===== config.mk =====
export PLATFORM = sky130hd
export DESIGN_NAME = ife_cfg
export DESIGN_NICKNAME = d
export VERILOG_FILES = /design/src/design/ife_pkg.sv /design/src/design/ife_cfg.sv
export SDC_FILE = /design/constraint.sdc
export NUM_CORES = 1
export LEC_CHECK = 0
export ABC_AREA = 1
export BUFFER_PORTS_ARGS = -buffer_cell sky130_fd_sc_hd__buf_2
export CORE_ASPECT_RATIO = 0.7
export CORE_UTILIZATION = 40
export CTS_BUF_LIST = sky130_fd_sc_hd__clkbuf_4 sky130_fd_sc_hd__clkbuf_8
export CTS_CLUSTER_DIAMETER = 50
export CTS_CLUSTER_SIZE = 14
export DETAILED_ROUTE_END_ITERATION = 10
export PLACE_DENSITY = 0.82
export REMOVE_ABC_BUFFERS = 1
export SETUP_SLACK_MARGIN = 0.2
export SLEW_MARGIN = 20
export SYNTH_ARGS = -nofsm -noshare
export SYNTH_HDL_FRONTEND = slang
export SYNTH_SLANG_ARGS = --single-unit

===== constraint.sdc =====
create_clock -name clk -period 1.35 [get_ports clk]
set_clock_uncertainty 0.2 [all_clocks]
set_input_delay 0.27 -clock clk [delete_from_list [all_inputs] [get_ports clk]]
set_output_delay 0.27 -clock clk [all_outputs]
set_load 0.01 [all_outputs]

===== src/design/ife_pkg.sv =====
package ife_pkg;

  // Default frame limits
  localparam int MAX_WIDTH_DEF  = 256;
  localparam int MAX_HEIGHT_DEF = 256;

  // Pixel and configuration port widths
  localparam int PIXEL_W    = 8;
  localparam int DIM_W      = 9;
  localparam int CFG_DATA_W = 32;
  localparam int CFG_ADDR_W = 4;

  // Register reset values
  localparam logic [DIM_W-1:0] IMAGE_WIDTH_RST  = 9'd256;
  localparam logic [DIM_W-1:0] IMAGE_HEIGHT_RST = 9'd256;
  localparam logic             FLIP_DIR_RST     = 1'b0;

  // Register indexes (word address)
  typedef enum logic [1:0] {
    REG_IMAGE_WIDTH  = 2'd0,
    REG_IMAGE_HEIGHT = 2'd1,
    REG_FLIP_DIR     = 2'd2,
    REG_NONE         = 2'd3
  } reg_index_t;

  // Item mode codes
  localparam logic MODE_WRITE = 1'b0;
  localparam logic MODE_READ  = 1'b1;

  // Flip direction codes
  localparam logic FLIP_HORIZONTAL = 1'b0;
  localparam logic FLIP_VERTICAL   = 1'b1;

  // Result status codes
  localparam logic STATUS_OK         = 1'b0;
  localparam logic STATUS_NOT_LOADED = 1'b1;

  typedef struct packed {
    logic [PIXEL_W-1:0] red;
    logic [PIXEL_W-1:0] green;
    logic [PIXEL_W-1:0] blue;
  } rgb_t;

  // Configuration as seen by the control logic
  typedef struct packed {
    logic [DIM_W-1:0] image_width;
    logic [DIM_W-1:0] image_height;
    logic             flip_direction;
    logic             restart;
  } cfg_t;

  // Per-item information carried alongside the store read
  typedef struct packed {
    logic is_read;
    logic status;
    logic last;
  } meta_t;

endpackage


===== src/design/ife_cfg.sv =====
module ife_cfg import ife_pkg::*; (
  input  logic                  clk,
  input  logic                  rst,
  input  logic                  psel,
  input  logic                  penable,
  input  logic                  pwrite,
  input  logic [CFG_ADDR_W-1:0] paddr,
  input  logic [CFG_DATA_W-1:0] pwdata,
  output logic [CFG_DATA_W-1:0] prdata,
  output logic                  pready,
  output cfg_t                  cfg
);

  logic [DIM_W-1:0] image_width;
  logic [DIM_W-1:0] image_height;
  logic             flip_direction;
  logic             restart;
  logic             wr_en;
  reg_index_t       idx;

  assign pready = 1'b1;
  assign wr_en  = psel && penable && pwrite && pready;
  assign idx    = reg_index_t'(paddr[3:2]);

  always_ff @(posedge clk) begin
    if (rst) begin
      image_width    <= IMAGE_WIDTH_RST;
      image_height   <= IMAGE_HEIGHT_RST;
      flip_direction <= FLIP_DIR_RST;
    end else if (wr_en) begin
      unique case (idx)
        REG_IMAGE_WIDTH:  image_width    <= pwdata[DIM_W-1:0];
        REG_IMAGE_HEIGHT: image_height   <= pwdata[DIM_W-1:0];
        REG_FLIP_DIR:     flip_direction <= pwdata[0];
        default: ;
      endcase
    end
  end

  // Any write to a real register restarts the frame counters
  always_comb begin
    restart = 1'b0;
    if (wr_en) begin
      unique case (idx)
        REG_IMAGE_WIDTH, REG_IMAGE_HEIGHT, REG_FLIP_DIR: restart = 1'b1;
        default: restart = 1'b0;
      endcase
    end
  end

  always_comb begin
    unique case (idx)
      REG_IMAGE_WIDTH:  prdata = CFG_DATA_W'(image_width);
      REG_IMAGE_HEIGHT: prdata = CFG_DATA_W'(image_height);
      REG_FLIP_DIR:     prdata = CFG_DATA_W'(flip_direction);
      default:          prdata = '0;
    endcase
  end

  assign cfg.image_width    = image_width;
  assign cfg.image_height   = image_height;
  assign cfg.flip_direction = flip_direction;
  assign cfg.restart        = restart;

endmodule


==> Yosys cells after proc, flatten, opt, wreduce, memory -nomap -nowiden <==
Index checks and enable logic that the tools add are counted.
{ "word_totals": {"word_cells": 15, "regBits": 19, "mem_bits_rw": 0, "latch_bits": 0, "in_bits": 41, "mem_bits_ro": 0, "memories": 0} }
{ "classes": {"n_lt_le_gt_ge": 0, "add_sub_neg": 0, "bitwise": 0, "reduce_logical": 7, "div": 0, "shift": 0, "muxes": 3, "n_mul": 0, "n_eq_ne": 2} }
{ "op_table": {"columns": ["operator", "n"], "rows": [
  ["$pmux 9 s3", 1],
  ["$reduce_and 2->1", 3],
  ["$reduce_or 3->1", 1],
  ["$eq 2x1->1 const B", 1],
  ["$eq 2x2->1 const B", 1],
  ["$logic_and 1x1->1", 2],
  ["$logic_not 2->1", 1],
  ["$mux 1", 2]
]} }

==> Depth between registers and ports, before layout <==
{ "depth": {"depth_word": 4, "ltp_mapped": 6} }

==> Worst setup path after synthesis <==
No wires, ideal clock.
{ "synth_timing": {"path_kind": "input port to output port", "start": "input paddr[3]", "end": "output prdata[1]", "n_path_buf": 1, "cell_stages": 3, "arrival_ps": 837, "slack_ps": 43, "required_ps": 880, "path_cell_list": "nor2_2 > buf_6 > a22o_1"} }
{ "synth_between": {"elab_chain_len": 2} }
{ "synth_lines": {"columns": ["element", "line", "text"], "rows": [
  ["start, declared", "ife_cfg.sv:7", "input logic [CFG_ADDR_W-1:0] paddr,"],
  ["$eq 2x2->1 (tied with other cells)", "ife_cfg.sv:52", "unique case (idx)"],
  ["$pmux 9 s3 (*)", "ife_cfg.sv:52", null],
  ["end, declared", "ife_cfg.sv:9", "output logic [CFG_DATA_W-1:0] prdata,"]
]} }
Mark *: on every way between the ends. The rest lies on a longest branch, timed or not.

==> Worst setup path after layout <==
{ "layout_timing": {"start": "register image_width[4]", "end": "output prdata[4]"} }
{ "layout_between": {"elab_chain_len": 1} }
{ "layout_lines": {"columns": ["element", "line", "text"], "rows": [
  ["start, declared", "ife_cfg.sv:14", "logic [DIM_W-1:0] image_width;"],
  ["start signal, assigned", "ife_cfg.sv:32", "REG_IMAGE_WIDTH: image_width <= pwdata[DIM_W-1:0];"],
  ["$pmux 9 s3", "ife_cfg.sv:52", null]
]} }
No other way between the ends.

==> impl_metrics.json <==
{
  "status": "complete, but fails checks",
  "violations": "negative setup slack",
  "clk_pin_slew_ns": 0.07,
  "dp_hpwl_mm": 1.78,
  "drv_slew": 0,
  "critPathMaxFanout": 3,
  "vias": 1098,
  "synth_top_flop_cell": "dfxtp_1",
  "cap_violations": 0,
  "yosysWarnings": 0,
  "clock_path_buffers": 2,
  "clk_latency_ns": 0.25,
  "required_ns": 0.88,
  "setup_ws_ns": -0.0456,
  "place_area_sq_um": 1350,
  "routed_wl_mm": 2.69,
  "hold_viol_final": 0,
  "netlist_top_cells_count": "nor2_1, buf_4, nand2_1",
  "syn_avg_cell_area_sq_um": 7.21,
  "pre_cts_ws_ns": -0.0995,
  "cts-hold-fix-buffers": 0,
  "synth_edf_count": 0,
  "cp.arrival_ns": 0.93,
  "drc": 0,
  "grt_start_max_net_pins": 20,
  "postSynth.asyncResetShare_pct": 0,
  "grt_overflow": 0,
  "finish.instance_area_sq_um": 1650,
  "die-area_sq_um": 3110,
  "die_w_microns": 66.2,
  "detail-route-antenna-nets": 0,
  "clkPwrFrac_pct": 32.7,
  "hold_class": "primary input to register",
  "first_iter_violations": 54,
  "powerDensity_nw_per_um2": 755,
  "htreeDepth": 1,
  "power_uw": 1240,
  "core_area_sq_um": 2590,
  "share_comb_of_total_power_pct": 20.3,
  "crit_path_end_kind": "primary output",
  "holdWs_ns": 0.0554,
  "min_period_ns": 1.40,
  "fillCellCount": 246,
  "io_buffers": 44,
  "ys_ff_latch": 19,
  "num_rows": 15,
  "io_pins": 94,
  "n_antenna_cell": 0,
  "yosys.cell_count.top_type": "nor2_1",
  "synth.area.top_cells": "dfxtp_1, buf_4, nor2_1, nand3_1, nand2_1",
  "syn_inst": 160,
  "syn2layout_area_growth_pct": 42.8,
  "max_freq_mhz": 717,
  "vias_per_cell": 4.41,
  "worstSetupPathType": "register to primary output",
  "ys_types": 17,
  "ir_drop_v": 0.000465,
  "gp_congestion": 0.726,
  "finalSetupViolations": 9,
  "grt_pass1_vias": 905,
  "clock_sinks": 19,
  "p_switching_uw": 332,
  "rsz0062_at_grt": "yes",
  "cts_buffers": 3,
  "root_buffer": "clkbuf_8",
  "power.share.sequential_pct": 47.0,
  "switching_share_pct": 26.7,
  "syn_area_sq_um": 1150,
  "leakagePower_uw": 0.000821,
  "grt_pass1_wl_mm": 4.02,
  "synth-seq-area-share_pct": 33.0,
  "antenna_found_initial": 0,
  "synth_top_area_cell": "dfxtp_1",
  "layout-drive-gt1-share_pct": 44.2,
  "tritoncts": "yes",
  "synth_top_area_share_pct": 33.0,
  "start_kind": "register",
  "wl_per_cell_microns": 10.8,
  "drt_pass1_iterations": 4,
  "die_h_microns": 46.9,
  "grt_usage_pct": 17.7,
  "nNetsFinal": 257,
  "intPower_uw": 913,
  "fin_crit_sh_pct": 103,
  "start_util_pct": 44.5
}
cell type report:
| class | instances | area (sq um) | share of cell area (%) |
|---|---|---|---|
| inverters | 12 | 51.3 | 3.11 |
| repair buffers | 59 | 512 | 31.1 |
| clock buffers | 4 | 48.8 | 2.96 |
| flip-flops and latches | 19 | 407 | 24.7 |
| well taps | 34 | 42.5 | 2.58 |
| multi-input cells | 121 | 587 | 35.6 |
worst max-delay path, cell delays in order, from the launching register on:
cell,delay [ns]
dfxtp_2,0.33
a22o_1,0.20
buf_2,0.14
cells by family (layout without fill, tap and decap cells):
group | count (synthesis) | count (layout) | share of synthesized area, %
DFF | 19 | 19 | 33.0
AOI/OAI and AO/OA | 12 | 12 | 7.81
and+or+nand+nor | 85 | 85 | 33.6
other | 2 | 24 | 0.651
buffers and inverters | 42 | 75 | 24.9
path summary, 6_finish.rpt:
kind / start / end / slack (ns) / cells after the start
hold / removal: pwdata[8] / image_height[8]$_SDFFE_PP1P_ / 0.06 / 3
setup / recovery: image_width[4]$_SDFFE_PP0P_ / prdata[4] / -0.05 / 2
setup reg to reg: image_height[7]$_SDFFE_PP0P_ / image_height[7]$_SDFFE_PP0P_ / 0.45 / 3
hold reg to reg: image_height[5]$_SDFFE_PP0P_ / image_height[5]$_SDFFE_PP0P_ / 0.30 / 2
sequential cells by signal (all words and copies together), names as in the netlist:
| register | cells |
|---|---|
| flip_direction | 1 |
| image_width | 9 |
| image_height | 9 |
layout by cell type, fill, tap and decap left out, drive strengths merged:
cell / synthesis / routed
a21oi: 2 / 2
a22o: 8 / 8
buf: 29 / 59
clkbuf: 1 / 4
clkinvlp: 0 / 1
conb: 2 / 24
dfxtp: 19 / 19
inv: 11 / 11
nand2: 25 / 25
nand3: 21 / 21
nor2: 39 / 39
o21ai: 2 / 2
power by group through the flow:
stage                     clock [uW]  combinational [uW]  sequential [uW]
after floorplan                    0                 114              599
after detailed placement           0                 210              594
after global routing             434                 278              586
after CTS                        416                 235              586
final                            407                 252              585
after global placement             0                 207              594
through the flow:
step / TNS [ns] / util (%) / std cells
2_1_floorplan: -0.308 / - / 152
3_3_place_gp: -0.644 / 52.1 / 239
3_5_place_dp: -0.771 / 52.1 / 239
4_1_cts: -0.473 / 60.3 / 244
5_1_grt: -0.599 / 63.6 / 249
6_report: -0.276 / 63.6 / 249
timing repair:
| action | 4_1_cts | 5_1_grt |
|---|---|---|
| setup endpoints to repair | 29 | 46 |
| pin swaps | 0 | 9 |
| resized for setup | 45 | 11 |
| setup buffers | 1 | 5 |
| gates cloned | 0 | 0 |
routing by layer:
metal / track usage, % / up-vias / routed length (microns)
li1: - / 568 / -
met1: 19.9 / 488 / 1120
met2: 32.9 / 40 / 1390
met3: 5.58 / 2 / 174
met4: 5.96 / 0 / 11
met5: 0 / - / 0
No activity file was read; power rests on OpenSTA's default activity.
