==> src/design/ife_pkg.sv <==
package ife_pkg;

  // Default frame limits
  localparam int MAX_WIDTH_DEF  = 256;
  localparam int MAX_HEIGHT_DEF = 256;

  // Pixel and configuration port widths
  localparam int PIXEL_W    = 8;
  localparam int DIM_W      = 9;
  localparam int CFG_DATA_W = 32;
  localparam int CFG_ADDR_W = 4;

  // Register reset values
  localparam logic [DIM_W-1:0] IMAGE_WIDTH_RST  = 9'd256;
  localparam logic [DIM_W-1:0] IMAGE_HEIGHT_RST = 9'd256;
  localparam logic             FLIP_DIR_RST     = 1'b0;

  // Register indexes (word address)
  typedef enum logic [1:0] {
    REG_IMAGE_WIDTH  = 2'd0,
    REG_IMAGE_HEIGHT = 2'd1,
    REG_FLIP_DIR     = 2'd2,
    REG_NONE         = 2'd3
  } reg_index_t;

  // Item mode codes
  localparam logic MODE_WRITE = 1'b0;
  localparam logic MODE_READ  = 1'b1;

  // Flip direction codes
  localparam logic FLIP_HORIZONTAL = 1'b0;
  localparam logic FLIP_VERTICAL   = 1'b1;

  // Result status codes
  localparam logic STATUS_OK         = 1'b0;
  localparam logic STATUS_NOT_LOADED = 1'b1;

  typedef struct packed {
    logic [PIXEL_W-1:0] red;
    logic [PIXEL_W-1:0] green;
    logic [PIXEL_W-1:0] blue;
  } rgb_t;

  // Configuration as seen by the control logic
  typedef struct packed {
    logic [DIM_W-1:0] image_width;
    logic [DIM_W-1:0] image_height;
    logic             flip_direction;
    logic             restart;
  } cfg_t;

  // Per-item information carried alongside the store read
  typedef struct packed {
    logic is_read;
    logic status;
    logic last;
  } meta_t;

endpackage

==> src/design/ife_out.sv <==
module ife_out import ife_pkg::*; (
  input  logic   clk,
  input  logic   rst,
  input  logic   fire,
  input  meta_t  meta,
  input  rgb_t   rd_data,
  output logic   in_ready,
  input  logic   out_ready,
  output logic   out_valid,
  output rgb_t   out_pixel,
  output logic   out_last,
  output logic   out_status
);

  logic s1_valid;
  logic s1_status;
  logic s1_last;
  logic s1_move;

  assign s1_move  = s1_valid && (!out_valid || out_ready);
  assign in_ready = !s1_valid || s1_move;

  always_ff @(posedge clk) begin
    if (rst) begin
      s1_valid <= 1'b0;
    end else if (fire) begin
      s1_valid <= meta.is_read;
    end else if (s1_move) begin
      s1_valid <= 1'b0;
    end
  end

  always_ff @(posedge clk) begin
    if (fire) begin
      s1_status <= meta.status;
      s1_last   <= meta.last;
    end
  end

  always_ff @(posedge clk) begin
    if (rst) begin
      out_valid <= 1'b0;
    end else if (s1_move) begin
      out_valid <= 1'b1;
    end else if (out_ready) begin
      out_valid <= 1'b0;
    end
  end

  always_ff @(posedge clk) begin
    if (s1_move) begin
      out_pixel  <= (s1_status == STATUS_NOT_LOADED) ? '0 : rd_data;
      out_last   <= s1_last;
      out_status <= s1_status;
    end
  end

endmodule

==> config.mk <==
export PLATFORM = sky130hd
export DESIGN_NAME = ife_out
export DESIGN_NICKNAME = d
export VERILOG_FILES = /design/src/design/ife_pkg.sv /design/src/design/ife_out.sv
export SDC_FILE = /design/constraint.sdc
export NUM_CORES = 1
export LEC_CHECK = 0
export ABC_AREA = 1
export BUFFER_PORTS_ARGS = -buffer_cell sky130_fd_sc_hd__buf_2
export CAP_MARGIN = 20
export CORE_MARGIN = 1.5
export CORE_UTILIZATION = 25
export DETAILED_ROUTE_END_ITERATION = 10
export PLACE_DENSITY_LB_ADDON = 0.15
export RECOVER_POWER = 25
export SLEW_MARGIN = 20
export SYNTH_ARGS = -nofsm -noshare
export SYNTH_HDL_FRONTEND = slang
export SYNTH_SLANG_ARGS = --single-unit
==> constraint.sdc <==
create_clock -name clk -period 3.2 [get_ports clk]
set_input_delay 0.16 -clock clk [delete_from_list [all_inputs] [get_ports clk]]
set_output_delay 0.16 -clock clk [all_outputs]
set_load 0.1 [all_outputs]
Word-level counts from Yosys, hierarchy flattened
Index checks and enable logic that the tools add are counted.

storage, ports and cells
  register bits after elaboration = 30
  latch bits = 0
  RAM bits = 0
  ROM bits = 0
  input port bits = 31
  output and inout port bits = 28
  logic and storage cells = 20
  memories = 0

operators by class
  $add $sub $neg = 0
  $mul = 0
  div/mod/pow operators = 0
  order comparisons = 0
  equal/unequal tests = 0
  shift operators = 0
  multiplexer cells = 4
  bitwise gates (word level) = 0
  reduce and logical (&&, ||, !) cells = 7

operators with widths
  cell               number
  $mux 1             4
  $reduce_bool 2->1  2
  $logic_not 1->1    2
  $logic_or 1x1->1   2
  $logic_and 1x1->1  1

Longest topological paths before layout
Gate-level depths: netlist of the first run.

  depth after elaboration = 5
  mapped depth = 4
  depth with buffers taken out = 4

Worst setup path after synthesis of the first run
OpenSTA, ideal clock, no wires.

  path type = register -> register
  from = register out_valid
  to = register out_last (enable)
  library setup time = 418 ps
  arrival time = 2134 ps
  required time = 2782 ps
  setup slack = 649 ps
  cell stages (with the launch flop) = 2
  buffers on the path = 0
  period minus slack after synthesis = 2551 ps
  cells stage by stage = dfxtp_1 > a21oi_1

between the ends
  longest elaborated chain between the ends = 3

ends and longest elaborated chain
  item                      RTL line       RTL
  start: declaration        ife_out.sv:9   output logic out_valid,
  start signal: assignment  ife_out.sv:42  out_valid <= 1'b0;
  start signal: assignment  ife_out.sv:44  out_valid <= 1'b1;
  start signal: assignment  ife_out.sv:46  out_valid <= 1'b0;
  $logic_not 1->1           ife_out.sv:20  assign s1_move = s1_valid && (!out_valid || out_ready);
  $logic_or 1x1->1          ife_out.sv:20
  $logic_and 1x1->1         ife_out.sv:20
  via s1_move               ife_out.sv:18  logic s1_move;
  end signal: assignment    ife_out.sv:53  out_last <= s1_last;
  end: declaration          ife_out.sv:11  output logic out_last,

The timed path passes the listed nets, and every way through them passes these cells.
A chain may end at the register's enable or synchronous reset.

Worst setup path in the final report of the first run
  from = register out_pixel[11] (netlist name)
  to = output out_pixel[11] (netlist name)

RTL lines
  item                      RTL line       RTL
  start: declaration        ife_out.sv:10  output rgb_t out_pixel,
  start signal: assignment  ife_out.sv:52  out_pixel <= (s1_status == STATUS_NOT_LOADED) ? '0 : rd_data;

No word-level cell between the ends.

==> run summary, run 1 <==
Fillers - 454
Post_cts resized - 0
Setup slack after placement - 1.88 ns
Initial Utilization - 26.0%
Vias in the first global route - 788
Fin nets - 187
Post-DR wirelength/cell - 9.99 um
Worst Skew - 0.00394 ns
Final WS setup - 1.57 ns
Register bit count reported by yosys - 30
Largest net degree at the start of global routing - 27
# setup viols final - 0
Clock tree root driver cell - clkbuf_8
Diodes inserted - 0
Top Family by Delay on Critical Path - buffers and inverters
Initial antenna violation count - 0
Final TNS setup - 0 ns
Antenna viol nets, final - 0
Critical Path Fanout Max - 1
Multi-input gate area - 125 um2
Fmax - 614 MHz
Worst path depth - 1
Area Overhead vs Synth - 37.5%
Worst EP required - 3.04 ns
CP Buf/Inv Count - 1
Crit path DAT - 1.47 ns
Via count - 787
Placer Congestion - 0.622
Setup Buffers After CTS - 0
CTS max path bufs - 2
Startpoint class of the critical path - register
Ports - 59
Clock slew at the register clock pins of the worst setup and hold paths - 0.06 ns
Final WL - 2090 um
Register area - 881 um2
Number of max-cap violations - 0
Die span in x - 70.3 um
Syn Nets - 123
Worst setup endpoint - out_pixel[11]
Site row count - 24
H-tree levels - 2
Max Transition Viols Final - 0
Synth unique cells - 8
TritonCTS buffer count - 5
Min Clock Period, post-route - 1.63 ns
Die height - 70.3 um
Post-synthesis sequential area ratio - 77.7%
GRT overflow - 0
Worst path slowest cell - clkbuf_1
Die area - 4950 um2
Tcrit/Tclk final - 50.9%
Rel. slew slack - 20.8%
Hpwl dp - 1480 um
Worst Reg2Reg Path Length in Cells - 1
Commonest non-fill, non-tap cells in the layout - buf_2 (43), inv_1 (29), edfxtp_1 (28), nor2_1 (24), clkbuf_1 (15)
Crit-path cells - clkbuf_1
Starting DRT DRC Count - 74
Crit end category - output port
Slew @ Worst Pin - 1.19 ns
R2R Setup Slk - 1.94 ns
Crit path largest cell delay - 0.88 ns
Synthesized area - 1130 um2
Synth Warn # - 0
Share of cells above drive strength 1 - 33.1%
Worst-skew pair later-pin latency - 0.27 ns
Final Hold Fails - 0
TritonCTS clock tree - built
Hold Path Class - input port to register
Post-cts hold buffer count - 0
Avg Synthesized Cell Area - 12.3 um2
Most common cell after layout, fill and taps aside - buf_2
CTS sink count - 30
Worst R2R Start - s1_status
Min-delay src - rst
Power per cell area - 610 nW/um2
Status - finished, final reports clean
Worst IR drop on VDD - 0.000202 V
First-pass GRT wire length - 3450 um
Pre-antenna DRT Iters - 4
Number of I/O port buffers - 58
Reg2reg end - out_pixel[2]
All-Layer GR Usage - 9.44%
Crit path from - out_pixel[11]
Tot Pwr - 951 uW
CP Class - register to output port
DR vias/cell - 3.77
Total core area - 4350 um2
DRC - 0
Post-synthesis cell count - 92
RSZ-0062 raised after global routing - false
Leakage Power - 0.737 nW
-- through the flow --
step / util, % / hold slack [ns] / cell area (um2) / cells
after detailed placement: 33.9 / 0.336 / 1480 / 201
after CTS: 36.2 / 0.0343 / 1580 / 209
after global placement: 33.9 / 0.330 / 1480 / 201
final: 35.8 / 0.0470 / 1560 / 209
after floorplan: - / 0.229 / 1130 / 92
after global routing: 35.8 / 0.0345 / 1560 / 209
-- cell type report --
class                   instances  share of cell area (%)
flip-flops and latches         30                    56.5
well taps                      52                    4.17
multi-input cells              31                    8.03
repair buffers                 59                    17.9
inverters                      29                    6.98
clock inverters                 1                   0.241
clock buffers                   7                    6.18
-- cells by family (layout without fill, tap and decap cells) --
family                 Yosys count  count (layout)  share of synthesized area, %
AOI/OAI and AO/OA                3               3                          1.32
buffers and inverters           31              96                          11.6
DFF                             30              30                          77.7
and+or+nand+nor                 28              28                          9.38
-- registers in the layout, summed over array words and instances, names as in the netlist --
signal      cells
s1_valid        1
out_status      1
out_pixel      24
out_last        1
out_valid       1
s1_last         1
s1_status       1
-- synthesized netlist by cell type (all sizes together) --
master  number  area, um2
dfxtp        2       40.0
nand3        1       5.00
buf          2       22.5
nand2        3       11.3
a21oi        3       15.0
nor2        24       90.1
edfxtp      28        841
inv         29        109
-- routing by layer --
| metal | vias up | GRT usage (%) | routed length (um) |
|---|---|---|---|
| met5 | - | 0 | 0 |
| li1 | 405 | - | - |
| met2 | 34 | 15.3 | 1100 |
| met4 | 0 | 5.77 | 50 |
| met3 | 4 | 5.48 | 182 |
| met1 | 344 | 9.18 | 755 |
-- where the power goes --
group / total [mW] / internal (mW) / leakage [nW] / switching [mW]
clock: 0.322 / 0.193 / 0.0519 / 0.130
sequential: 0.464 / 0.452 / 0.282 / 0.0113
combinational: 0.165 / 0.0291 / 0.403 / 0.136
total: 0.951 / 0.674 / 0.737 / 0.277
-- how the worst min path moves through the flow --
stage | cells after the start | slack (ns) | to
after floorplan | 1 | 0.23 | out_valid
after global placement | 2 | 0.33 | out_valid
after detailed placement | 2 | 0.34 | out_valid
after CTS | 2 | 0.03 | out_valid
after global routing | 2 | 0.03 | out_valid
final | 2 | 0.05 | out_valid
(Power assumes the default switching activity.)
==> run 2: changes to the inputs <==
- clock period: 3.2 -> 1.4 ns (I/O delays scaled with it)
==> run 2 against run 1 <==
- clock power increased by 96%
- die area unchanged
- non-clock buffer count increased by 5
- flip-flop and latch count unchanged
- count of clock-buffer cells in the layout decreased by 1
- worst hold slack improved by 0.031 ns
- sequential power increased by 130%
- largest cell class unchanged
- first-iteration DRC count decreased by 39%
- power increased by 120%
- cell count increased by 2.4%
- critical endpoint is now in_ready
==> run summary, run 2 (same netlist as run 1, synthesis figures left out) <==
Worst path depth - 2 (was 1)
Ports - 59 (unchanged)
Post_cts resized - 0 (unchanged)
Worst Skew - 0.00575 ns (was 0.00394 ns)
CP Class - register to output port (unchanged)
Number of I/O port buffers - 58 (unchanged)
Pre-antenna DRT Iters - 4 (unchanged)
Commonest non-fill, non-tap cells in the layout - buf_2 (56), inv_1 (29), edfxtp_1 (28), nor2_1 (24), clkbuf_8 (5) (was buf_2 (43), inv_1 (29), edfxtp_1 (28), nor2_1 (24), clkbuf_1 (15))
Die height - 70.3 um (unchanged)
TritonCTS clock tree - built (unchanged)
Worst R2R Start - s1_valid (was s1_status)
Initial antenna violation count - 0 (unchanged)
Area post-placement - 1530 um2 (was 1480 um2)
Tcrit/Tclk final - 85.4%
CTS sink count - 30 (unchanged)
Hold Path Class - input port to register (unchanged)
CTS max path bufs - 2 (unchanged)
Largest register FFs - 24 (unchanged)
Biggest register - out_pixel (unchanged)
Most common cell after layout, fill and taps aside - buf_2 (unchanged)
Final WL - 2070 um (was 2090 um)
Min Clock Period, post-route - 1.20 ns
Initial Utilization - 26.0% (unchanged)
Vias in the first global route - 853 (was 788)
Hpwl dp - 1540 um (was 1480 um)
Crit-path cells - nand3_4 > buf_2 (was clkbuf_1)
Worst Reg2Reg Path Length in Cells - 3 (was 1)
Worst hold slack - 0.0780 ns (was 0.0470 ns)
GRT overflow - 0 (unchanged)
Worst EP required - 1.33 ns (was 3.04 ns)
Hold path endpoint - out_pixel[2] (was out_valid)
Clock slew at the register clock pins of the worst setup and hold paths - 0.06 ns (about the same)
Slew @ Worst Pin - 0.490 ns (was 1.19 ns)
Max Transition Viols Final - 0 (unchanged)
Antenna viol nets, final - 0 (unchanged)
DR vias/cell - 3.78 (was 3.77)
Hold depth - 3 (was 2)
Status - finished, final reports clean (unchanged)
TritonCTS buffer count - 5 (unchanged)
Diodes inserted - 0 (unchanged)
Final TNS setup - 0 ns (unchanged)
Final instance area - 1630 um2 (was 1560 um2)
Crit end category - output port (unchanged)
Fin nets - 192 (was 187)
Area Overhead vs Synth - 43.9% (was 37.5%)
Starting DRT DRC Count - 45 (was 74)
Site row count - 24 (unchanged)
Worst path slowest cell - buf_2 (was clkbuf_1)
Tot Pwr - 2.09 mW (was 951 uW)
Number of max-cap violations - 0 (unchanged)
Reg2reg end - out_pixel[16] (was out_pixel[2])
Fmax - 836 MHz
Die span in x - 70.3 um (unchanged)
Layout Utilization - 37.5% (was 35.8%)
First-pass GRT wire length - 3440 um (was 3450 um)
DRC - 0 (unchanged)
# setup viols final - 0 (unchanged)
Critical Path Fanout Max - 4 (was 1)
Die area - 4950 um2 (unchanged)
Final Hold Fails - 0 (unchanged)
Crit path largest cell delay - 0.42 ns (was 0.88 ns)
Clock tree root driver cell - clkbuf_8 (unchanged)
Multi-input gate area - 145 um2 (was 125 um2)
Crit path DAT - 1.13 ns (was 1.47 ns)
Min-delay src - rd_data[2] (was rst)
Top Family by Delay on Critical Path - buffers and inverters (unchanged)
Startpoint class of the critical path - register (unchanged)
All-Layer GR Usage - 9.41% (was 9.44%)
RSZ-0062 raised after global routing - false (unchanged)
Worst-skew pair later-pin latency - 0.27 ns (about the same)
Power per cell area - 1280 nW/um2 (was 610 nW/um2)
Largest net degree at the start of global routing - 27 (unchanged)
Leakage Power - 0.788 nW (was 0.737 nW)
Total core area - 4350 um2 (unchanged)
Worst IR drop on VDD - 0.000346 V (was 0.000202 V)
Fillers - 439 (was 454)
H-tree levels - 2 (unchanged)
Placer Congestion - 0.641 (was 0.622)
CP Buf/Inv Count - 1 (unchanged)
Via count - 809 (was 787)
R2R Setup Slk - 0.29 ns (was 1.94 ns)
Register area - 885 um2 (was 881 um2)
Rel. slew slack - 67.5% (was 20.8%)
Post-DR wirelength/cell - 9.68 um (was 9.99 um)
Share of cells above drive strength 1 - 41.4% (was 33.1%)
==> run 2: changes by cell type in the layout (fill, tap and decap cells not counted), moves of 2 or more <==
cell / before / now
buf_2: 43 / 56
clkbuf_1: 15 / 4
clkbuf_8: 7 / 5
dlygate4sd3_1: 0 / 3
==> run 2: worst max-delay path by stage <==
stage,start,endpoint,slack [ns]
after detailed placement,s1_valid,out_pixel[2],0.29
after floorplan,out_valid,out_last,0.03
after global placement,s1_valid,out_pixel[11],0.32
after global routing,out_valid,in_ready,0.17
after CTS,out_valid,in_ready,0.19
final,out_valid,in_ready,0.20
==> run 2: layout make-up <==
| type | count | share of cell area (%) |
|---|---|---|
| Clock buffer | 6 | 4.45 |
| Sequential cell | 30 | 54.2 |
| Multi-Input combinational cell | 31 | 8.90 |
| Clock inverter | 2 | 0.537 |
| Timing Repair Buffer | 64 | 21.2 |
| Inverter | 29 | 6.67 |
| Tap cell | 52 | 3.99 |
==> run 2: repair_timing <==
action,4_1_cts,5_1_grt
hold endpoints to repair,3,0
hold buffers,3,0
buffers inserted,0,0
==> run 2: tightest hold or removal path: stages <==
cell	delay, ns
buf_2	0.07
inv_1	0.03
nor2_1	0.07
==> run 2: metal layers <==
layer,vias up,share of wire [%],GRT usage (%)
li1,414,-,-
met1,361,38,8.43
met2,29,52,16.1
met3,5,7.3,5.05
met4,0,2.9,6.20
met5,-,0,0
==> run 2: report_power, final <==
| part | total (mW) | switching (mW) | internal [mW] |
|---|---|---|---|
| sequential | 1.05 | 0.0128 | 1.03 |
| combinational | 0.414 | 0.331 | 0.0837 |
| clock | 0.632 | 0.292 | 0.340 |
==> run 2: through the flow <==
| stage | setup slack (ns) | std cells |
|---|---|---|
| 5_1_grt | 0.166 | 214 |
| 3_5_place_dp | 0.291 | 203 |
| 2_1_floorplan | 0.0267 | 92 |
| 4_1_cts | 0.189 | 214 |
| 6_report | 0.204 | 214 |
| 3_3_place_gp | 0.319 | 203 |
