[config.mk]
export PLATFORM = sky130hd
export DESIGN_NAME = ife_ctrl
export DESIGN_NICKNAME = d
export VERILOG_FILES = /design/src/design/ife_pkg.sv /design/src/design/ife_ctrl.sv
export SDC_FILE = /design/constraint.sdc
export NUM_CORES = 1
export LEC_CHECK = 0
export ABC_AREA = 1
export BUFFER_PORTS_ARGS = -buffer_cell sky130_fd_sc_hd__buf_2
export CORE_ASPECT_RATIO = 2
export CORE_MARGIN = 5
export CORE_UTILIZATION = 58
export CTS_CLUSTER_DIAMETER = 60
export CTS_CLUSTER_SIZE = 24
export DETAILED_ROUTE_END_ITERATION = 8
export HOLD_SLACK_MARGIN = 0.03
export PLACE_DENSITY = 0.9
export SLEW_MARGIN = 30
export SYNTH_ARGS = -nofsm -noshare
export SYNTH_HDL_FRONTEND = slang
export SYNTH_SLANG_ARGS = --single-unit
[constraint.sdc]
create_clock -name clk -period 9.8 [get_ports clk]
set_input_delay 1.96 -clock clk [delete_from_list [all_inputs] [get_ports clk]]
set_output_delay 1.96 -clock clk [all_outputs]
set_load 0.005 [all_outputs]
[src/design/ife_pkg.sv]
package ife_pkg;

  // Default frame limits
  localparam int MAX_WIDTH_DEF  = 256;
  localparam int MAX_HEIGHT_DEF = 256;

  // Pixel and configuration port widths
  localparam int PIXEL_W    = 8;
  localparam int DIM_W      = 9;
  localparam int CFG_DATA_W = 32;
  localparam int CFG_ADDR_W = 4;

  // Register reset values
  localparam logic [DIM_W-1:0] IMAGE_WIDTH_RST  = 9'd256;
  localparam logic [DIM_W-1:0] IMAGE_HEIGHT_RST = 9'd256;
  localparam logic             FLIP_DIR_RST     = 1'b0;

  // Register indexes (word address)
  typedef enum logic [1:0] {
    REG_IMAGE_WIDTH  = 2'd0,
    REG_IMAGE_HEIGHT = 2'd1,
    REG_FLIP_DIR     = 2'd2,
    REG_NONE         = 2'd3
  } reg_index_t;

  // Item mode codes
  localparam logic MODE_WRITE = 1'b0;
  localparam logic MODE_READ  = 1'b1;

  // Flip direction codes
  localparam logic FLIP_HORIZONTAL = 1'b0;
  localparam logic FLIP_VERTICAL   = 1'b1;

  // Result status codes
  localparam logic STATUS_OK         = 1'b0;
  localparam logic STATUS_NOT_LOADED = 1'b1;

  typedef struct packed {
    logic [PIXEL_W-1:0] red;
    logic [PIXEL_W-1:0] green;
    logic [PIXEL_W-1:0] blue;
  } rgb_t;

  // Configuration as seen by the control logic
  typedef struct packed {
    logic [DIM_W-1:0] image_width;
    logic [DIM_W-1:0] image_height;
    logic             flip_direction;
    logic             restart;
  } cfg_t;

  // Per-item information carried alongside the store read
  typedef struct packed {
    logic is_read;
    logic status;
    logic last;
  } meta_t;

endpackage

[src/design/ife_ctrl.sv]
module ife_ctrl import ife_pkg::*; #(
  parameter int MAX_WIDTH  = MAX_WIDTH_DEF,
  parameter int MAX_HEIGHT = MAX_HEIGHT_DEF,
  localparam int DEPTH = MAX_WIDTH * MAX_HEIGHT,
  localparam int AW    = (DEPTH > 1) ? $clog2(DEPTH) : 1
) (
  input  logic          clk,
  input  logic          rst,
  input  cfg_t          cfg,
  input  logic          fire,
  input  logic          mode,
  output logic          wr_en,
  output logic [AW-1:0] wr_addr,
  output logic          rd_en,
  output logic [AW-1:0] rd_addr,
  output meta_t         meta
);

  localparam int WW = $clog2(MAX_WIDTH + 1);
  localparam int HW = $clog2(MAX_HEIGHT + 1);
  localparam int CW = (MAX_WIDTH > 1) ? $clog2(MAX_WIDTH) : 1;
  localparam int LW = (MAX_HEIGHT > 1) ? $clog2(MAX_HEIGHT) : 1;
  localparam int NW = $clog2(DEPTH + 1);
  localparam int SW = WW + HW;
  localparam int PW = LW + WW;

  logic [NW-1:0] write_count, write_count_next;
  logic [CW-1:0] read_column, read_column_next;
  logic [LW-1:0] read_line, read_line_next;

  logic [WW-1:0] w;
  logic [HW-1:0] h;
  logic [SW-1:0] frame_size;
  logic          loaded;
  logic          col_end;
  logic          line_end;
  logic [CW-1:0] x;
  logic [LW-1:0] y;
  logic [PW-1:0] line_base;
  logic [PW-1:0] addr_sum;

  // Out-of-range dimensions: zero acts as one, large values saturate
  always_comb begin
    if (cfg.image_width == '0) w = WW'(1);
    else if (32'(cfg.image_width) > MAX_WIDTH) w = WW'(MAX_WIDTH);
    else w = WW'(cfg.image_width);
    if (cfg.image_height == '0) h = HW'(1);
    else if (32'(cfg.image_height) > MAX_HEIGHT) h = HW'(MAX_HEIGHT);
    else h = HW'(cfg.image_height);
  end

  assign frame_size = SW'(w) * SW'(h);
  assign loaded     = SW'(write_count) >= frame_size;
  assign col_end    = WW'(read_column) == (w - WW'(1));
  assign line_end   = HW'(read_line) == (h - HW'(1));

  always_comb begin
    unique case (cfg.flip_direction)
      FLIP_HORIZONTAL: begin
        x = CW'(w - WW'(1) - WW'(read_column));
        y = read_line;
      end
      FLIP_VERTICAL: begin
        x = read_column;
        y = LW'(h - HW'(1) - HW'(read_line));
      end
      default: begin
        x = read_column;
        y = read_line;
      end
    endcase
  end

  assign line_base = PW'(y) * PW'(w);
  assign addr_sum  = line_base + PW'(x);
  assign rd_addr   = addr_sum[AW-1:0];
  assign wr_addr   = write_count[AW-1:0];

  assign wr_en = fire && (mode == MODE_WRITE) && !loaded;
  assign rd_en = fire && (mode == MODE_READ) && loaded;

  assign meta.is_read = (mode == MODE_READ);
  assign meta.status  = loaded ? STATUS_OK : STATUS_NOT_LOADED;
  assign meta.last    = loaded && col_end && line_end;

  always_comb begin
    write_count_next = write_count;
    read_column_next = read_column;
    read_line_next   = read_line;
    if (cfg.restart) begin
      write_count_next = '0;
      read_column_next = '0;
      read_line_next   = '0;
    end else if (wr_en) begin
      write_count_next = write_count + NW'(1);
    end else if (rd_en) begin
      priority if (col_end && line_end) begin
        write_count_next = '0;
        read_column_next = '0;
        read_line_next   = '0;
      end else if (col_end) begin
        read_column_next = '0;
        read_line_next   = read_line + LW'(1);
      end else begin
        read_column_next = read_column + CW'(1);
      end
    end
  end

  always_ff @(posedge clk) begin
    if (rst) begin
      write_count <= '0;
      read_column <= '0;
      read_line   <= '0;
    end else begin
      write_count <= write_count_next;
      read_column <= read_column_next;
      read_line   <= read_line_next;
    end
  end

endmodule

==> run metrics, run 1 <==
cell taking the most area after synthesis fa_1; Avg Synthesized Cell Area 7.031 sq um; async set-reset flop share out of synthesis 0; post-DP HPWL 22420 um; clk sinks 33; pre-CTS setup slack -0.5929 ns; synthesized cell area 8549 sq um; area share of the largest cell type after synthesis 0.2365; I/O pin total 61; CTS Buffer Depth 2; Clk Tree Root Cell clkbuf_16; top post-synthesis cells by area fa_1, ha_1, inv_1; GRT Util Overall 0.6139; Yosys warning count 0; Worst EP post-GRT repair rd_addr[15]; worst ep type primary output; post-synthesis cell count 1216; gpl congestion 1.023; syn nets 1450; TritonCTS Buffers 5; largest net degree at the start of global routing 23; Fail Step global routing; Post-synth top flop dfxtp_1; outcome aborted with a tool error; number of port buffers 60; synth unique cells 47; CTS H-tree lvls 2; Die H 181.7 um; Overflow after GRT 64; post-synthesis register bit count 33; Rows 62; Initial Util 0.5925; Post-synth EDFFs 0; Die X 95.85 um; error message [ERROR GRT-0232] Routing congestion too high. Check the congestion heatmap in the GUI.; register area share after synthesis 0.07727
==> cells in the mapped netlist, drive strengths merged, types with 8 or more instances <==
cell type / number
buf: 26
inv: 283
fa: 101
nor3: 8
a21oi: 64
xnor2: 16
dfxtp: 33
nand4: 21
o21ai: 39
nor2: 152
ha: 109
clkbuf: 12
nand3: 61
nand2: 225
xor2: 34
==> layer usage <==
metal  GRT overflow  global-route usage
met5              0              0.2037
met4             32              0.5770
met3              0              0.4681
met2             31              0.7856
met1              1              0.5966
==> metrics by stage <==
stage	area, sq um	hold slack, ns	cells	utilization
after floorplan	8615	0.4453	1216	-
after global placement	10290	0.4534	1611	0.7131
after detailed placement	10290	0.4667	1611	0.7131
after CTS	11220	0.5032	1668	0.7775
==> cells by family after synthesis <==
kind of cell	synth area share
AO/OA/AOI/OAI	0.08049
buffers and inverters	0.1528
adder cells (fa/ha/maj)	0.3960
AND/OR/NAND/NOR	0.2422
XOR/XNOR	0.05122
flip-flops	0.07727
==> timing repair <==
| action | CTS |
|---|---|
| cloned | 0 |
| resized for setup | 103 |
| hold buffers | 0 |
| setup buffers | 51 |
| endpoints found under the setup margin | 12 |
| pin swaps | 64 |
==> run 2, diff against run 1 <==
Settings changed: CORE_ASPECT_RATIO 2 to unset, CORE_UTILIZATION 58 to 40, CTS_CLUSTER_DIAMETER 60 to unset, CTS_CLUSTER_SIZE 24 to unset, HOLD_SLACK_MARGIN 0.03 to unset, PLACE_DENSITY 0.9 to unset, PLACE_DENSITY_LB_ADDON set to 0.15.
Clock period 9.8 ns to 12.74 ns, I/O delays scaled along.
==> run 2 against run 1 <==
Synthesized cell count is the same. Synthesized area is the same. The run now ends clean.
==> run metrics, run 2 <==
outcome finished, final reports clean; XOR/XNOR Fraction of Synth Area 0.05122 (unchanged); register area share after synthesis 0.07727 (unchanged); commonest non-fill, non-tap cell in the layout inv_1; leakage 4.954 nW; Rows 53 (-15%); Setup Skew 0.006979 ns; ant diodes 0; setup violators final 0; Overflow after GRT 0; antenna-violating nets left 0; synthesized cell area 8549 sq um (unchanged); Data arrival, critical path 9.39 ns; vias in the first global route 7595; Via Count 7504; post-synthesis register bit count 33 (unchanged); Largest Register write_count; Final #Nets 1494; largest net degree at the start of global routing 23; Routed WL per cell 14.13 um; Skew-Pair Late Insertion Delay 0.29 ns; Yosys warning count 0 (unchanged); Max-Cap Viols 0; cell taking the most area after synthesis fa_1; number of port buffers 60 (unchanged); CTS tree yes; Synth top cells by count inv_1, nand2_1, nor2_1; post-DP HPWL 18680 um (-17%); Hold Path Class register to register; syn nets 1450 (unchanged); Post-synth top flop dfxtp_1; area share of the largest cell type after synthesis 0.2365 (unchanged); DIE AREA 24400 sq um; clk slew on worst S/H paths 0.05 ns; top post-synthesis cells by area fa_1, ha_1, inv_1; combinational family with the most area after synthesis adder cells; Slew Limit Fails 0; Core ar. 21020 sq um; Post-synth EDFFs 0 (unchanged); Clk Tree Root Cell clkbuf_16; CP max stage cell fa_1; Pwr Density 69.53 nW/um^2; CTS H-tree lvls 2 (unchanged); GRT Util Overall 0.1826; commonest non-fill, non-tap cells in the layout inv_1, nand2_1, nor2_1, ha_1, fa_1; 1st-iter DRT viols 273; CP max FO 10; CP peak stage delay 0.54 ns; post-synthesis cell count 1216 (unchanged); reg2reg start write_count[13]; mux cell area share after synthesis 0 (unchanged); FF-to-FF path depth 15; crit path to rd_addr[14]; Crit path top cell by count nand2_1; largest registers write_count x17, read_column x8, read_line x8; WHS Path Cells 2; DRC viols 0; async set-reset flop share out of synthesis 0 (unchanged); worst reg2reg setup slack 10.10 ns; Die X 156.2 um (+63%); fmax 83.78 MHz; worst-margin pin slew 0.7950 ns; I/O pin total 61 (unchanged); Worst VDD drop 0.00004286 V; Relative slew margins 0.4644; Setup TNS 0 ns; Hold Fails Final Rpt 0; Tcrit/Tclk final 0.9369; clk sinks 33 (unchanged); gpl congestion 0.9172 (-10%); Crit. End Element primary output; max reg flops 17; share of cells above drive strength 1 0.09762; final wirelength 21690 um; synth unique cells 47 (unchanged); Pre-antenna DRT Iters 5; top-count cell post-synth inv_1; Die H 156.2 um (-14%); Crit Path Class input pin to primary output; compound-gate portion of the synthesized area 0.08049 (unchanged); Initial Util 0.4067 (-0.1858); crit path launch type input pin; capture point of the worst reg-to-reg path read_line[2]; Via density 4.889; Critical Path Source cfg[10]; Post-Synth Adder-Cell Area 0.3960 (unchanged); Layout Utilization 0.4389; CTS Buffer Depth 2 (unchanged); Period minus WS final 11.94 ns; antenna violations before repair 0; global-route wire length before repair 36470 um; Post-Synth Simple-Gate Area 0.2422 (unchanged); Worst EP required 10.19 ns; Synth-to-Final Area Change 7.917%; TritonCTS Buffers 5 (unchanged); Avg Synthesized Cell Area 7.031 sq um (unchanged); Fill cells 2209; unrepaired setup endpoints after global routing false
run 2: cell counts after synthesis:
Identical to the previous run, type by type.
run 2: layer usage:
metal	track usage	routed length (um)	vias up
li1	-	-	3797
met1	0.2340	9650	3529
met2	0.3279	10700	141
met3	0.02025	786	37
met4	0.04628	555	0
met5	0	0	-
run 2: cell type report:
type                    count  area, sq um  share of cell area
well taps                 275        344.1             0.03729
clock buffers               7        142.6             0.01546
inverters                 286         1077              0.1168
repair buffers             75        415.4             0.04502
multi-input cells         859         6586              0.7139
flip-flops and latches     33        660.6             0.07160
run 2: metrics by stage:
stage	setup WS, ns	hold slack [ns]	cells	cell area, sq um	power, mW
floorplan	1.478	0.4453	1216	8549	0.4094
global placement	0.8281	0.4548	1526	9059	0.5257
detailed placement	0.6345	0.4604	1526	9059	0.5285
CTS	0.6019	0.4690	1533	9201	0.6545
global route	0.09257	0.4979	1535	9226	0.7213
finish	0.8040	0.4675	1535	9226	0.6415
run 2: worst max-delay path: cells and delay by family:
| kind | cells | cell delay (ns) |
|---|---|---|
| buffers and inverters | 9 | 1.00 |
| AOI/OAI and AO/OA | 9 | 1.48 |
| and+or+nand+nor | 11 | 1.13 |
| adders and majority gates | 7 | 2.95 |
| xor gates and xnor gates | 2 | 0.25 |
run 2: kinds of logic after synthesis:
family,Yosys count
buffers and inverters,324
flip-flops,33
XOR/XNOR,50
adder cells (fa/ha/maj),210
AO/OA/AOI/OAI,124
AND/OR/NAND/NOR,475
run 2: how the worst min path moves through the flow:
stage | start | to | slack (ns)
floorplan | read_line[7] | read_line[7] | 0.45
global placement | read_line[7] | read_line[7] | 0.45
detailed placement | read_line[7] | read_line[7] | 0.46
CTS | read_line[7] | read_line[7] | 0.47
global route | read_line[7] | read_line[7] | 0.50
finish | read_line[7] | read_line[7] | 0.47
run 2: repair_timing:
item,CTS,global route
resized for setup,0,3
hold buffers,0,0
endpoints found under the setup margin,0,1
setup buffers,0,2
run 2: report_power, final:
| group | total, mW | internal [mW] | switching, mW |
|---|---|---|---|
| Combinational | 0.416 | 0.162 | 0.255 |
| Clock | 0.121 | 0.0767 | 0.0447 |
| Sequential | 0.104 | 0.103 | 0.000219 |
| Total | 0.641 | 0.342 | 0.300 |
(Power assumes the default switching activity.)
==> run 3, diff against run 2 <==
Settings changed: ABC_AREA 1 to 0, SLEW_MARGIN 30 to unset.
==> run 3 against run 2 <==
Setup slack worse by 0.16 ns. Largest power group unchanged. Total power down 0.72%. Largest cell class unchanged. Hold slack better by 0.036 ns. Flip-flop and latch count unchanged. Sequential power about the same. Critical path depth down 3. Highest routed layer unchanged.
==> run metrics, run 3 <==
Die X 155.2 um (-0.62%); clk slew on worst S/H paths 0.05 ns (about the same); Die H 155.2 um (-0.62%); vias in the first global route 7176 (-5.5%); Hold Slack 0.5036 ns (+0.03608 ns); Hold Fails Final Rpt 0 (unchanged); Via density 5.013 (+2.6%); Final Non-Filler Cells 1412 (-8.0%); Synth top cells by count inv_1, nor2_1, ha_1; Tcrit/Tclk final 0.9497 (+0.01281); Yosys warning count 0 (unchanged); clk sinks 33 (unchanged); Slew Limit Fails 0 (unchanged); Crit. End Element primary output; min-delay src read_line[3]; Setup TNS 0 ns (unchanged); top post-synthesis cells by area fa_1, ha_1, inv_1; Overflow after GRT 0 (unchanged); I/O pin total 61 (unchanged); antenna-violating nets left 0 (unchanged); post-synthesis cell count 1085 (-11%); largest net degree at the start of global routing 22 (-4.3%); Pre-antenna DRT Iters 5 (unchanged); share of cells above drive strength 1 0.1038 (+0.006163); Rows 53 (unchanged); post-synthesis register bit count 33 (unchanged); CTS tree yes; area share of the largest cell type after synthesis 0.2397 (+0.003157); Initial Util 0.4039 (-0.002809); CTS Buffer Depth 2 (unchanged); register area share after synthesis 0.07830 (+0.001031); Largest Register write_count; final wirelength 20820 um (-4.0%); Crit path top cell by count inv_1; max reg flops 17 (unchanged); fmax 82.65 MHz (-1.3%); async set-reset flop share out of synthesis 0 (unchanged); leakage 4.692 nW (-5.3%); synthesized cell area 8437 sq um (-1.3%); Post-synth EDFFs 0 (unchanged); Via Count 7079 (-5.7%); crit path launch type input pin; outcome finished, final reports clean; Post-Place Cells 1403 (-8.1%); Pwr Density 68.95 nW/um^2 (-0.83%); Core ar. 20890 sq um (-0.63%); Avg Synthesized Cell Area 7.776 sq um (+11%); DRC viols 0 (unchanged); reg2reg start write_count[12]; Setup Skew 0.002810 ns (-0.004169 ns); largest registers write_count x17, read_column x8, read_line x8; GRT Util Overall 0.1779 (-0.004679); CP max stage cell fa_1; global-route wire length before repair 35370 um (-3.0%); top-count cell post-synth inv_1; gpl congestion 0.8518 (-7.1%); Data arrival, critical path 9.55 ns (+0.16 ns); Crit Path Class input pin to primary output; commonest non-fill, non-tap cells in the layout inv_1, nor2_1, ha_1, nand2_1, fa_1; Finished Cell Area 9236 sq um (+0.11%); post-DP HPWL 17630 um (-5.6%); CP max FO 6 (-4); Hold Path Class register to register; hold_buf cts 0 (unchanged); Relative slew margins 0.4654 (+0.0009900); cell taking the most area after synthesis fa_1; Worst EP required 10.19 ns (about the same); Layout Utilization 0.4422 (+0.003266); pre-CTS setup slack 0.3633 ns (-0.2712 ns); TritonCTS Buffers 5 (unchanged); commonest non-fill, non-tap cell in the layout inv_1; DIE AREA 24100 sq um (-1.2%); synth unique cells 67 (+43%); Period minus WS final 12.10 ns (+0.1631 ns); CP peak stage delay 0.52 ns (-0.02 ns); Routed WL per cell 14.74 um (+4.3%); CTS H-tree lvls 2 (unchanged); antenna violations before repair 0 (unchanged); number of port buffers 60 (unchanged); ant diodes 0 (unchanged); unrepaired setup endpoints after global routing false; post-layout worst setup margin 0.6409 ns (-0.1631 ns); Tot Pwr 636.8 uW (-0.72%); syn nets 1319 (-9.0%); Critical Path Source cfg[14]; setup violators final 0 (unchanged); Worst VDD drop 0.00005723 V (+34%); Synth-to-Final Area Change 9.477%; Skew-Pair Late Insertion Delay 0.28 ns (about the same); Placed Area 9035 sq um (-0.26%); Post-synth top flop dfxtp_1; Clk Tree Root Cell clkbuf_16; worst-margin pin slew 0.8020 ns (+0.006917 ns); Final #Nets 1370 (-8.3%); 1st-iter DRT viols 347 (+27%); Max-Cap Viols 0 (unchanged)
[run 3: cell families after synthesis]
group	count (synthesis)	share of synthesized area
flops	33	0.07830
fa+ha+maj	210	0.4013
xor+xnor	55	0.05873
simple gates	400	0.2266
buf+inv	244	0.1185
compound gates	135	0.1063
mux	8	0.01023
[run 3: report_power, final]
| part | switching, mW | total, mW | leakage (nW) | internal, mW |
|---|---|---|---|---|
| clock | 0.0466 | 0.144 | 0.0841 | 0.0977 |
| combinational | 0.222 | 0.389 | 4.34 | 0.167 |
| sequential | 0.000213 | 0.104 | 0.266 | 0.103 |
| total | 0.269 | 0.637 | 4.69 | 0.368 |
[run 3: timing repair]
| item | CTS | global route |
|---|---|---|
| hold endpoints to repair | 0 | 0 |
| endpoints found under the setup margin | 0 | 4 |
| gates resized for setup | 0 | 5 |
| setup buffers | 0 | 1 |
[run 3: final cells by class]
cell class,instances,area [sq um]
clock buffer,7,142.6
timing repair buffer,88,510.5
fill,2200,11650
sequential,33,660.6
clock inverter,1,30.03
inverter,200,750.7
multi-input combinational,808,6798
tap,275,344.1
[run 3: layer usage]
metal	share of wire	wire, um	vias to the layer above	global-route usage
met4	0.015	316	0	0.03126
met5	0	0	-	0
met1	0.45	9408	3371	0.2305
met3	0.033	691	32	0.01975
met2	0.50	10400	114	0.3235
li1	-	-	3562	-
[run 3: critical path: cells and delay by family]
family	cells	cell delay, ns
simple gates	8	1.17
xor+xnor	3	0.62
compound gates	10	1.80
buf+inv	7	0.63
fa+ha+maj	7	2.73
[run 3: final timing paths]
| path | slack (ns) | depth (start not counted) | to |
|---|---|---|---|
| max | 0.64 | 35 | rd_addr[15] |
| max reg2reg | 9.58 | 10 | write_count[5] |
| min reg2reg | 0.50 | 2 | read_line[3] |
| min | 0.50 | 2 | read_line[3] |
